--- src/rtl/ipd_pkg.sv ---
// Shared types, constants and helper functions for the isolated pixel detector.
// No dependencies; every other file of the block but ipd_line_buf imports this package.
package ipd_pkg;

    // Default maximum image size
    localparam int DEF_MAX_COLS = 1024;
    localparam int DEF_MAX_ROWS = 1024;

    // Payload widths
    localparam int PIX_W   = 8;
    localparam int HIT_W   = 10;
    localparam int CFG_W   = 11;
    localparam int CFG_IDX_W = 2;

    // Configuration register indexes
    localparam logic [CFG_IDX_W-1:0] CFG_IDX_WIDTH  = 2'd0;
    localparam logic [CFG_IDX_W-1:0] CFG_IDX_HEIGHT = 2'd1;

    // Reset value of both image dimensions
    localparam int DIM_RESET = 16;

    // Input command codes and the pixel value that counts as set
    localparam logic             CMD_PIXEL = 1'b0;
    localparam logic             CMD_DRAIN = 1'b1;
    localparam logic [PIX_W-1:0] PIX_SET   = 8'd1;

    // Result queue depth (power of two, room for two pushes per cycle)
    localparam int FIFO_DEPTH = 4;

    // One column of the 3x3 window: rows r-2 (a), r-1 (b), r (s)
    typedef struct packed {
        logic vld;
        logic a;
        logic b;
        logic s;
    } t_col;

    // One report
    typedef struct packed {
        logic [HIT_W-1:0] row;
        logic [HIT_W-1:0] col;
        logic             last;
    } t_hit;

    // Neighbor column holds any set pixel
    function automatic logic col_busy(input t_col col, input logic up);
        return col.vld & ((up & col.a) | col.b | col.s);
    endfunction

    // Candidate column has nothing set above or below the candidate
    function automatic logic col_quiet(input t_col col, input logic up);
        return ~((up & col.a) | col.s);
    endfunction

endpackage

--- src/rtl/ipd_in_if.sv ---
// Input channel of the isolated pixel detector: one pixel or drain tick per request.
// Depends on ipd_pkg.
interface ipd_in_if import ipd_pkg::*; ();
    logic             valid;
    logic             ready;
    logic             command;
    logic [PIX_W-1:0] pixel;

    modport source (output valid, output command, output pixel, input ready);
    modport sink   (input valid, input command, input pixel, output ready);
endinterface

--- src/rtl/ipd_out_if.sv ---
// Output channel of the isolated pixel detector: one hit report per request.
// Depends on ipd_pkg.
interface ipd_out_if import ipd_pkg::*; ();
    logic             valid;
    logic             ready;
    logic [HIT_W-1:0] hit_row;
    logic [HIT_W-1:0] hit_col;
    logic             last;

    modport source (output valid, output hit_row, output hit_col, output last, input ready);
    modport sink   (input valid, input hit_row, input hit_col, input last, output ready);
endinterface

--- src/rtl/ipd_cell.sv ---
// Window cell: holds one column of the 3x3 window and hands it to the next cell.
// Depends on ipd_pkg.
module ipd_cell import ipd_pkg::*; (
    input  logic i_clk,
    input  logic i_rst_n,
    input  logic i_shift,
    input  logic i_clear,
    input  t_col i_col,
    output t_col o_col
);
    t_col r_col;

    // Drop the column at a row boundary or image restart, otherwise advance on shift
    always_ff @(posedge i_clk) begin
        if (!i_rst_n) begin
            r_col <= '0;
        end else if (i_clear) begin
            r_col <= '0;
        end else if (i_shift) begin
            r_col <= i_col;
        end
    end

    assign o_col = r_col;
endmodule

--- src/rtl/ipd_line_buf.sv ---
// Line buffer memory: per column, the bits of the two rows above the current one.
// Registered read with write-first bypass for a read and write at the same column.
module ipd_line_buf #(
    parameter int DEPTH = 1024,
    parameter int AW    = 10
) (
    input  logic          i_clk,
    input  logic          i_re,
    input  logic [AW-1:0] i_raddr,
    output logic [1:0]    o_rdata,
    input  logic          i_we,
    input  logic [AW-1:0] i_waddr,
    input  logic [1:0]    i_wdata
);
    logic [1:0] r_mem [DEPTH];
    logic [1:0] r_rdata;

    // Write the column
    always_ff @(posedge i_clk) begin
        if (i_we) begin
            r_mem[i_waddr] <= i_wdata;
        end
    end

    // Read the column, taking fresh data when the same column is written now
    always_ff @(posedge i_clk) begin
        if (i_re) begin
            if (i_we && (i_waddr == i_raddr)) begin
                r_rdata <= i_wdata;
            end else begin
                r_rdata <= r_mem[i_raddr];
            end
        end
    end

    assign o_rdata = r_rdata;
endmodule

--- src/rtl/ipd_out_fifo.sv ---
// Result queue: takes up to two reports per cycle and delivers one per request.
// Depends on ipd_pkg and ipd_out_if.
module ipd_out_fifo import ipd_pkg::*; (
    input  logic       i_clk,
    input  logic       i_rst_n,
    input  logic [1:0] i_push_n,
    input  t_hit       i_hit0,
    input  t_hit       i_hit1,
    output logic       o_room,
    ipd_out_if.source  o_hit
);
    localparam int PW   = $clog2(FIFO_DEPTH);
    localparam int CNTW = PW + 1;

    t_hit            r_mem [FIFO_DEPTH];
    logic [PW-1:0]   r_wp;
    logic [PW-1:0]   r_rp;
    logic [CNTW-1:0] r_cnt;
    logic            pop;
    logic [PW-1:0]   wp_next1;

    assign pop      = o_hit.valid && o_hit.ready;
    assign wp_next1 = r_wp + PW'(1);

    // Store pushed reports
    always_ff @(posedge i_clk) begin
        if (i_push_n != 2'd0) begin
            r_mem[r_wp] <= i_hit0;
        end
        if (i_push_n == 2'd2) begin
            r_mem[wp_next1] <= i_hit1;
        end
    end

    // Advance pointers and fill count
    always_ff @(posedge i_clk) begin
        if (!i_rst_n) begin
            r_wp  <= '0;
            r_rp  <= '0;
            r_cnt <= '0;
        end else begin
            r_wp  <= r_wp + PW'(i_push_n);
            r_rp  <= r_rp + PW'(pop);
            r_cnt <= r_cnt + CNTW'(i_push_n) - CNTW'(pop);
        end
    end

    // Room for two more reports
    assign o_room = (r_cnt <= CNTW'(FIFO_DEPTH - 2));

    // Present the oldest report
    assign o_hit.valid   = (r_cnt != '0);
    assign o_hit.hit_row = r_mem[r_rp].row;
    assign o_hit.hit_col = r_mem[r_rp].col;
    assign o_hit.last    = r_mem[r_rp].last;
endmodule

--- src/rtl/isolated_pixel_detector.sv ---
// Isolated pixel detector (3x3, eight neighbors), top level.
// Depends on ipd_pkg, ipd_in_if, ipd_out_if, ipd_cell, ipd_line_buf, ipd_out_fifo.
//
// Takes one pixel request per clock in row-major order while the result queue has room,
// and reports the row and column of every pixel equal to 1 whose eight neighbors are all
// clear. The sustained rate is one input request per cycle while the queue has room, set
// by the single line buffer memory port pair that reads one column and writes it back per
// pixel; a request is held in the window stage register, and its reports enter the result
// queue as it leaves that stage. A pixel's column of the two rows above comes from the
// line buffer, and a chain of two window cells holds the previous two columns, so the
// decision for the pixel up and to the left is made as each pixel passes. The last column
// of a row yields up to two reports, which a four-entry queue absorbs. After the last image
// row, send one row of drain ticks to decide the bottom row; the counters then wrap for a
// new image. A write to the width or height register resets both counters and starts a
// new image. The line buffer needs no clearing after reset.
module isolated_pixel_detector import ipd_pkg::*; #(
    parameter int MAX_COLS = DEF_MAX_COLS,
    parameter int MAX_ROWS = DEF_MAX_ROWS
) (
    input  logic                 i_clk,
    input  logic                 i_rst_n,
    ipd_in_if.sink               i_px,
    ipd_out_if.source            o_hit,
    input  logic                 i_cfg_we,
    input  logic [CFG_IDX_W-1:0] i_cfg_idx,
    input  logic [CFG_W-1:0]     i_cfg_data
);
    localparam int CW     = (MAX_COLS > 1) ? $clog2(MAX_COLS) : 1;
    localparam int RW     = $clog2(MAX_ROWS + 1);
    localparam int RST_W  = (DIM_RESET > MAX_COLS) ? MAX_COLS : DIM_RESET;
    localparam int RST_H  = (DIM_RESET > MAX_ROWS) ? MAX_ROWS : DIM_RESET;
    localparam int NCELLS = 2;

    // Image geometry
    logic [CW-1:0] r_last_col;
    logic [RW-1:0] r_h;
    logic [31:0]   cfg_dim;
    logic [31:0]   w_clamp;
    logic [31:0]   h_clamp;
    logic          cfg_restart;

    // Position counters
    logic [CW-1:0] r_col_cnt;
    logic [RW-1:0] r_row_cnt;

    // Window stage
    logic          r_s1_vld;
    logic [CW-1:0] r_s1_col;
    logic [RW-1:0] r_s1_row;
    logic          r_s1_set;
    logic          r_s1_last;
    logic          r_s1_en;
    logic          r_s1_up;

    logic          accept;
    logic          fire;
    logic          in_last;
    logic          in_set;
    logic          room;
    logic [1:0]    rdata;
    t_col          chain [NCELLS+1];
    logic          hit_left;
    logic          hit_here;
    logic [1:0]    push_n;
    t_hit          h_left;
    t_hit          h_here;
    t_hit          hit0;
    t_hit          hit1;
    logic [31:0]   col32;
    logic [31:0]   row_m1;

    // Clamp a written dimension to 1..maximum
    assign cfg_dim = 32'(i_cfg_data);
    assign w_clamp = (cfg_dim == 32'd0) ? 32'd1 :
                     (cfg_dim > 32'(MAX_COLS)) ? 32'(MAX_COLS) : cfg_dim;
    assign h_clamp = (cfg_dim == 32'd0) ? 32'd1 :
                     (cfg_dim > 32'(MAX_ROWS)) ? 32'(MAX_ROWS) : cfg_dim;

    // Only a write to an existing register restarts the image
    assign cfg_restart = i_cfg_we &&
                         (i_cfg_idx == CFG_IDX_WIDTH || i_cfg_idx == CFG_IDX_HEIGHT);

    // Hold the geometry registers
    always_ff @(posedge i_clk) begin
        if (!i_rst_n) begin
            r_last_col <= CW'(RST_W - 1);
            r_h        <= RW'(RST_H);
        end else if (i_cfg_we) begin
            unique case (i_cfg_idx)
                CFG_IDX_WIDTH:  r_last_col <= CW'(w_clamp - 32'd1);
                CFG_IDX_HEIGHT: r_h        <= RW'(h_clamp);
                default: ;
            endcase
        end
    end

    // Handshake on the input side and the window stage
    assign fire       = r_s1_vld && room;
    assign i_px.ready = !r_s1_vld || fire;
    assign accept     = i_px.valid && i_px.ready;

    assign in_last = (r_col_cnt == r_last_col);
    assign in_set  = (i_px.command == CMD_PIXEL) && (i_px.pixel == PIX_SET) &&
                     (r_row_cnt < r_h);

    // Advance column and row; a write to the width or height register restarts the image
    always_ff @(posedge i_clk) begin
        if (!i_rst_n) begin
            r_col_cnt <= '0;
            r_row_cnt <= '0;
        end else if (cfg_restart) begin
            r_col_cnt <= '0;
            r_row_cnt <= '0;
        end else if (accept) begin
            if (in_last) begin
                r_col_cnt <= '0;
                r_row_cnt <= (r_row_cnt == r_h) ? '0 : r_row_cnt + RW'(1);
            end else begin
                r_col_cnt <= r_col_cnt + CW'(1);
            end
        end
    end

    // Window stage valid
    always_ff @(posedge i_clk) begin
        if (!i_rst_n) begin
            r_s1_vld <= 1'b0;
        end else if (accept) begin
            r_s1_vld <= 1'b1;
        end else if (fire) begin
            r_s1_vld <= 1'b0;
        end
    end

    // Capture the request for the window stage
    always_ff @(posedge i_clk) begin
        if (accept) begin
            r_s1_col  <= r_col_cnt;
            r_s1_row  <= r_row_cnt;
            r_s1_set  <= in_set;
            r_s1_last <= in_last;
            r_s1_en   <= (r_row_cnt != '0);
            r_s1_up   <= (32'(r_row_cnt) >= 32'd2);
        end
    end

    // Line buffer: read at acceptance, write back the shifted column on fire
    ipd_line_buf #(
        .DEPTH (MAX_COLS),
        .AW    (CW)
    ) u_line_buf (
        .i_clk   (i_clk),
        .i_re    (accept),
        .i_raddr (r_col_cnt),
        .o_rdata (rdata),
        .i_we    (fire),
        .i_waddr (r_s1_col),
        .i_wdata ({rdata[0], r_s1_set})
    );

    // Current column of the window
    assign chain[0] = '{vld: 1'b1, a: rdata[1], b: rdata[0], s: r_s1_set};

    // Chain of window cells: previous column, then the one before it
    for (genvar g = 0; g < NCELLS; g++) begin : g_cell
        ipd_cell u_cell (
            .i_clk   (i_clk),
            .i_rst_n (i_rst_n),
            .i_shift (fire),
            .i_clear (cfg_restart || (fire && r_s1_last)),
            .i_col   (chain[g]),
            .o_col   (chain[g+1])
        );
    end

    // Decide the pixel to the upper left, and the upper one at the row end
    assign hit_left = fire && r_s1_en && chain[1].vld && chain[1].b &&
                      col_quiet(chain[1], r_s1_up) &&
                      !col_busy(chain[2], r_s1_up) && !col_busy(chain[0], r_s1_up);
    assign hit_here = fire && r_s1_en && r_s1_last && chain[0].b &&
                      col_quiet(chain[0], r_s1_up) && !col_busy(chain[1], r_s1_up);

    // Build the reports
    assign col32  = 32'(r_s1_col);
    assign row_m1 = 32'(r_s1_row) - 32'd1;
    assign h_left = '{row: row_m1[HIT_W-1:0], col: col32[HIT_W-1:0] - HIT_W'(1),
                      last: !hit_here};
    assign h_here = '{row: row_m1[HIT_W-1:0], col: col32[HIT_W-1:0], last: 1'b1};

    // Pack reports in column order
    assign push_n = {1'b0, hit_left} + {1'b0, hit_here};
    assign hit0   = hit_left ? h_left : h_here;
    assign hit1   = h_here;

    ipd_out_fifo u_out_fifo (
        .i_clk    (i_clk),
        .i_rst_n  (i_rst_n),
        .i_push_n (push_n),
        .i_hit0   (hit0),
        .i_hit1   (hit1),
        .o_room   (room),
        .o_hit    (o_hit)
    );
endmodule
--- src/flat_wrapper.sv ---
// flat-port wrapper written by rule: the top's interface ports become plain ports
module isolated_pixel_detector_flat import ipd_pkg::*;
#(
    parameter int MAX_COLS = DEF_MAX_COLS,
    parameter int MAX_ROWS = DEF_MAX_ROWS
)
  (i_clk, i_rst_n, i_cfg_we, i_cfg_idx, i_cfg_data, i_px_valid, i_px_command, i_px_pixel, i_px_ready, o_hit_valid, o_hit_hit_row, o_hit_hit_col, o_hit_last, o_hit_ready);
  ipd_in_if i_px_i ();
  ipd_out_if o_hit_i ();
  input  logic i_clk;
  input  logic i_rst_n;
  input  logic i_cfg_we;
  input  logic [CFG_IDX_W-1:0] i_cfg_idx;
  input  logic [CFG_W-1:0] i_cfg_data;
  input wire logic [$bits(i_px_i.valid)-1:0] i_px_valid;
  input wire logic [$bits(i_px_i.command)-1:0] i_px_command;
  input wire logic [$bits(i_px_i.pixel)-1:0] i_px_pixel;
  output wire logic [$bits(i_px_i.ready)-1:0] i_px_ready;
  output wire logic [$bits(o_hit_i.valid)-1:0] o_hit_valid;
  output wire logic [$bits(o_hit_i.hit_row)-1:0] o_hit_hit_row;
  output wire logic [$bits(o_hit_i.hit_col)-1:0] o_hit_hit_col;
  output wire logic [$bits(o_hit_i.last)-1:0] o_hit_last;
  input wire logic [$bits(o_hit_i.ready)-1:0] o_hit_ready;
  assign i_px_i.valid = i_px_valid;
  assign i_px_i.command = i_px_command;
  assign i_px_i.pixel = i_px_pixel;
  assign i_px_ready = i_px_i.ready;
  assign o_hit_valid = o_hit_i.valid;
  assign o_hit_hit_row = o_hit_i.hit_row;
  assign o_hit_hit_col = o_hit_i.hit_col;
  assign o_hit_last = o_hit_i.last;
  assign o_hit_i.ready = o_hit_ready;
  isolated_pixel_detector #(.MAX_COLS(MAX_COLS), .MAX_ROWS(MAX_ROWS)) u_core (.i_clk(i_clk), .i_rst_n(i_rst_n), .i_px(i_px_i), .o_hit(o_hit_i), .i_cfg_we(i_cfg_we), .i_cfg_idx(i_cfg_idx), .i_cfg_data(i_cfg_data));
endmodule
--- config.mk ---
export PLATFORM = sky130hd
export DESIGN_NAME = isolated_pixel_detector_flat
export DESIGN_NICKNAME = d
export VERILOG_FILES = /design/src/rtl/ipd_pkg.sv /design/src/rtl/ipd_in_if.sv /design/src/rtl/ipd_out_if.sv /design/src/rtl/ipd_cell.sv /design/src/rtl/ipd_line_buf.sv /design/src/rtl/ipd_out_fifo.sv /design/src/rtl/isolated_pixel_detector.sv /design/src/flat_wrapper.sv
export SDC_FILE = /design/constraint.sdc
export NUM_CORES = 2
export LEC_CHECK = 0
export BUFFER_PORTS_ARGS = -buffer_cell sky130_fd_sc_hd__buf_2
export CAP_MARGIN = 20
export CORE_MARGIN = 1
export CORE_UTILIZATION = 60
export DETAILED_ROUTE_END_ITERATION = 12
export PLACE_DENSITY = 0.76
export SLEW_MARGIN = 20
export SYNTH_ARGS = -nofsm -noshare
export SYNTH_HDL_FRONTEND = slang
export SYNTH_SLANG_ARGS = --single-unit
--- constraint.sdc ---
create_clock -name i_clk -period 20 [get_ports i_clk]
set_clock_uncertainty 0.05 [all_clocks]
set_input_delay 3 -clock i_clk [delete_from_list [all_inputs] [get_ports i_clk]]
set_output_delay 3 -clock i_clk [all_outputs]
set_load 0.02 [all_outputs]
==> results.md <==
- Status: finished, final reports clean
- Post-synthesis cell type count: between 70 and 80
- Synth Flop Type: edfxtp_1
- Post-synth EDFFs: 2158
- Max-slew headroom: 0.120
- GP Congestion: just under 0.9
- Multi-input gate area: between 20000 and 25000 µm²
- Leak Pwr: 30.0 nW
- Synth warn: 0
- Mean Syn Cell Area: approximately 17 µm²
- Crit path capture type: flip-flop
- Die H: around 390 µm
- Ys async rst share: 0
- Setup TNS: 0 ns
- DR pass1 iterations: 9
- Cell family with most CP delay: buffers and inverters
- Layout cells sized above 1: 0.197
- Hold_sp: u_core.g_cell[1].u_cell.o_col[2]
- Power Density: 98.8 nW/µm²
- Register area: approximately 66000 µm²
- Drt total wl: between 200000 and 250000 µm
- Number of clock sinks: around 2200
- Actual slew at the worst max-slew pin: ~1.3 ns
- Fin. max-slew vios: 0
- Worst hold margin: around 0.42 ns
- Sequential share of the synthesized area: 0.722
- Max cap viols: 0
- Core region area: approximately 150000 µm²
- Worst Hold Class: reg -> reg
- Num CTS Buffers: 210
- Critical path class: reg -> reg
- DRC viols: 0
- Vias in the first global route: between 50000 and 60000
- Final period utilization: 0.334
- Initial antenna violation count: 8
- Area Overhead vs Synth: 9.61%
- Minimum clock period: approximately 6.7 ns
- Routed len/inst: about 32 µm
- Mapped Cells: between 5000 and 6000
- First-pass GRT wire length: ~350000 µm
- CP Data Required Time: between 20 and 25 ns
- Register bit total from synthesis: 2216
- Post-cts sizing count: 0
- Peak supply drop: between 0.09 and 0.1 mV
- Hold-fix buffers, CTS: 0
- Mapped cell area: 91300 µm²
- Cell repeated most along the worst path: buf_4
- GRT Total Usage: 0.321
- 1st-iter DRT viols: about 8600
- Max FO, Critical Path: between 90 and 100
- Post-DP HPWL: approximately 130000 µm
- Fin. Hold Viols: 0
- Syn_nets: about 5400
- Clock transition at path regs: 0.06 ns
- Die area: between 150000 and 200000 µm²
- Fill cell count: 9639
- CP startpoint kind: flip-flop
- Grt ovf: 0
- Critical path buffers and inverters: 4
- Max stage delay cell, worst path: nor4_1
- Largest net degree at the start of global routing: approximately 270
- Port bufs: around 50
- Max Clk Rate: approximately 0.15 GHz
- Post-CTS Setup Repair Bufs: 0
- TritonCTS clock tree: yes
- Via count: 51300
- Nets: about 5300
- Vias/cell: just under 7
- Top Ports: 50
- Initial Util: 0.607
- Fin area: ~100000 µm²
- Crit path launch: u_core.r_col_cnt[0]
- Detail Route Antenna Nets: 0
- Reg-to-reg startpoint: u_core.r_col_cnt[0]
- WP data arrival: a little over 7 ns
- DP Area: 93100 µm²
- Root buffer cell: clkbuf_16
- Critical path cell sequence: buf_4, buf_4, buf_4, buf_12, mux4_2, a22oi_1, a21oi_1, nor4_1, nor3_1, a311oi_1, o211ai_1
- Cell Rows: around 140
- Max incr delay on CP: 0.93 ns
- RSZ-0062 raised after global routing: false
- H-tree level count: 4
- Die width: around 390 µm
- Max Buffers Root-to-Sink: 3
- Clk_lat worst skew: roughly 0.85 ns
- Endpoints failing setup: 0
cells by family (layout without fill, tap and decap cells):
family / count (synthesis) / in the layout / share of synthesized area
other: 0 / 4 / 0
XOR/XNOR: 59 / 59 / 0.00566
multiplexers: 679 / 679 / 0.147
AO/OA/AOI/OAI: 350 / 350 / 0.0256
AND/OR/NAND/NOR: 1533 / 1533 / 0.0694
adder cells (fa/ha/maj): 31 / 31 / 0.00433
buffers and inverters: 460 / 595 / 0.0263
flip-flops: 2216 / 2216 / 0.722
worst register-to-register path, stage by stage, from the launching register on:
cell,delay (ns)
dfxtp_4,0.65
buf_4,0.76
buf_4,0.78
buf_4,0.77
buf_12,0.67
mux4_2,0.67
a22oi_1,0.30
a21oi_1,0.15
nor4_1,0.93
nor3_1,0.10
a311oi_1,0.42
o211ai_1,0.17
layout by cell type (no fill, tap or decap), types with 28 or more instances in the layout:
master	netlist	routed
a21oi_1	92	91
a221oi_1	29	28
a22oi_1	40	40
buf_2	56	49
buf_4	18	106
clkbuf_1	228	43
clkbuf_16	0	213
clkinv_1	1	42
clkinv_2	0	39
dfxtp_1	58	51
edfxtp_1	2158	2158
ha_1	30	30
inv_1	33	31
mux2i_1	152	152
mux4_2	502	502
nand2_1	196	169
nand3_1	57	46
nor2_1	1075	1070
nor3_1	39	38
o21ai_0	50	50
xnor2_1	36	36
final cells by class:
cell class | count | area share
Antenna cell | 4 | 0.000100
Tap cell | 2016 | 0.0252
Timing Repair Buffer | 171 | 0.0136
Sequential cell | 2216 | 0.659
Clock buffer | 261 | 0.0555
Clock inverter | 128 | 0.0133
Multi-Input combinational cell | 2652 | 0.232
Inverter | 35 | 0.00135
state kept, by name, indices dropped and copies added, names as in the netlist:
name                        cells
u_core.u_out_fifo.r_rp          2
u_core.r_last_col              10
u_core.u_out_fifo.r_wp          2
u_core.r_s1_up                  1
u_core.u_out_fifo.r_mem        84
u_core.u_line_buf.r_mem      2048
u_core.r_h                     11
u_core.r_s1_en                  1
u_core.u_out_fifo.r_cnt         3
u_core.r_col_cnt               10
u_core.r_s1_row                10
u_core.r_s1_vld                 1
u_core.r_s1_set                 1
u_core.r_s1_last                1
u_core.g_cell.u_cell.o_col      8
u_core.r_row_cnt               11
u_core.r_s1_col                10
u_core.u_line_buf.o_rdata       2
worst paths after layout:
| kind | depth (start not counted) | slack [ns] | endpoint |
|---|---|---|---|
| worst max-delay path | 11 | 13.33 | u_core.u_line_buf.o_rdata[0] |
| worst min-delay path | 2 | 0.42 | u_core.g_cell[1].u_cell.o_col[2] |
| worst min register to register | 2 | 0.42 | u_core.g_cell[1].u_cell.o_col[2] |
| worst max register to register | 11 | 13.33 | u_core.u_line_buf.o_rdata[0] |
cell usage after synthesis, types with 29 or more instances:
| master | n | area share |
|---|---|---|
| edfxtp_1 | 2158 | 0.71 |
| nor2_1 | 1075 | 0.044 |
| mux4_2 | 502 | 0.12 |
| clkbuf_1 | 228 | 0.0094 |
| nand2_1 | 196 | 0.0081 |
| mux2i_1 | 152 | 0.017 |
| a21oi_1 | 92 | 0.0050 |
| buf_1 | 69 | 0.0028 |
| dfxtp_1 | 58 | 0.013 |
| nand3_1 | 57 | 0.0031 |
| buf_2 | 56 | 0.0031 |
| o21ai_0 | 50 | 0.0027 |
| a22oi_1 | 40 | 0.0033 |
| nor3_1 | 39 | 0.0021 |
| xnor2_1 | 36 | 0.0035 |
| inv_1 | 33 | 0.0014 |
| ha_1 | 30 | 0.0041 |
| nor2b_1 | 30 | 0.0021 |
| a221oi_1 | 29 | 0.0028 |
| and2_1 | 29 | 0.0020 |
power breakdown:
part           switching [mW]  total (mW)  leakage (nW)  internal [mW]
Combinational           0.423       0.688          6.67          0.265
Clock                    1.72        4.01          3.36           2.29
Sequential             0.0253        5.19          20.0           5.17
through the flow:
| stage | setup WS (ns) | util | power [mW] | instances |
|---|---|---|---|---|
| 2_1_floorplan | 4.31 | - | 5.91 | 5328 |
| 3_3_place_gp | 13.10 | 0.618 | 5.96 | 7085 |
| 3_5_place_dp | 13.42 | 0.619 | 5.97 | 7089 |
| 4_1_cts | 13.36 | 0.665 | 9.90 | 7478 |
| 5_1_grt | 12.87 | 0.665 | 10.1 | 7479 |
| 6_report | 13.33 | 0.665 | 9.89 | 7483 |
layer usage:
metal | part of all wire | wire (µm) | up-vias | track usage
met2 | 0.46 | 113000 | 3807 | 0.491
met4 | 0.060 | 14700 | 10 | 0.172
met1 | 0.34 | 83400 | 26100 | 0.431
met3 | 0.13 | 32100 | 723 | 0.0786
met5 | 0.00035 | 84 | - | 0
li1 | - | - | 20600 | -
Power figures use the tool's default switching activity.
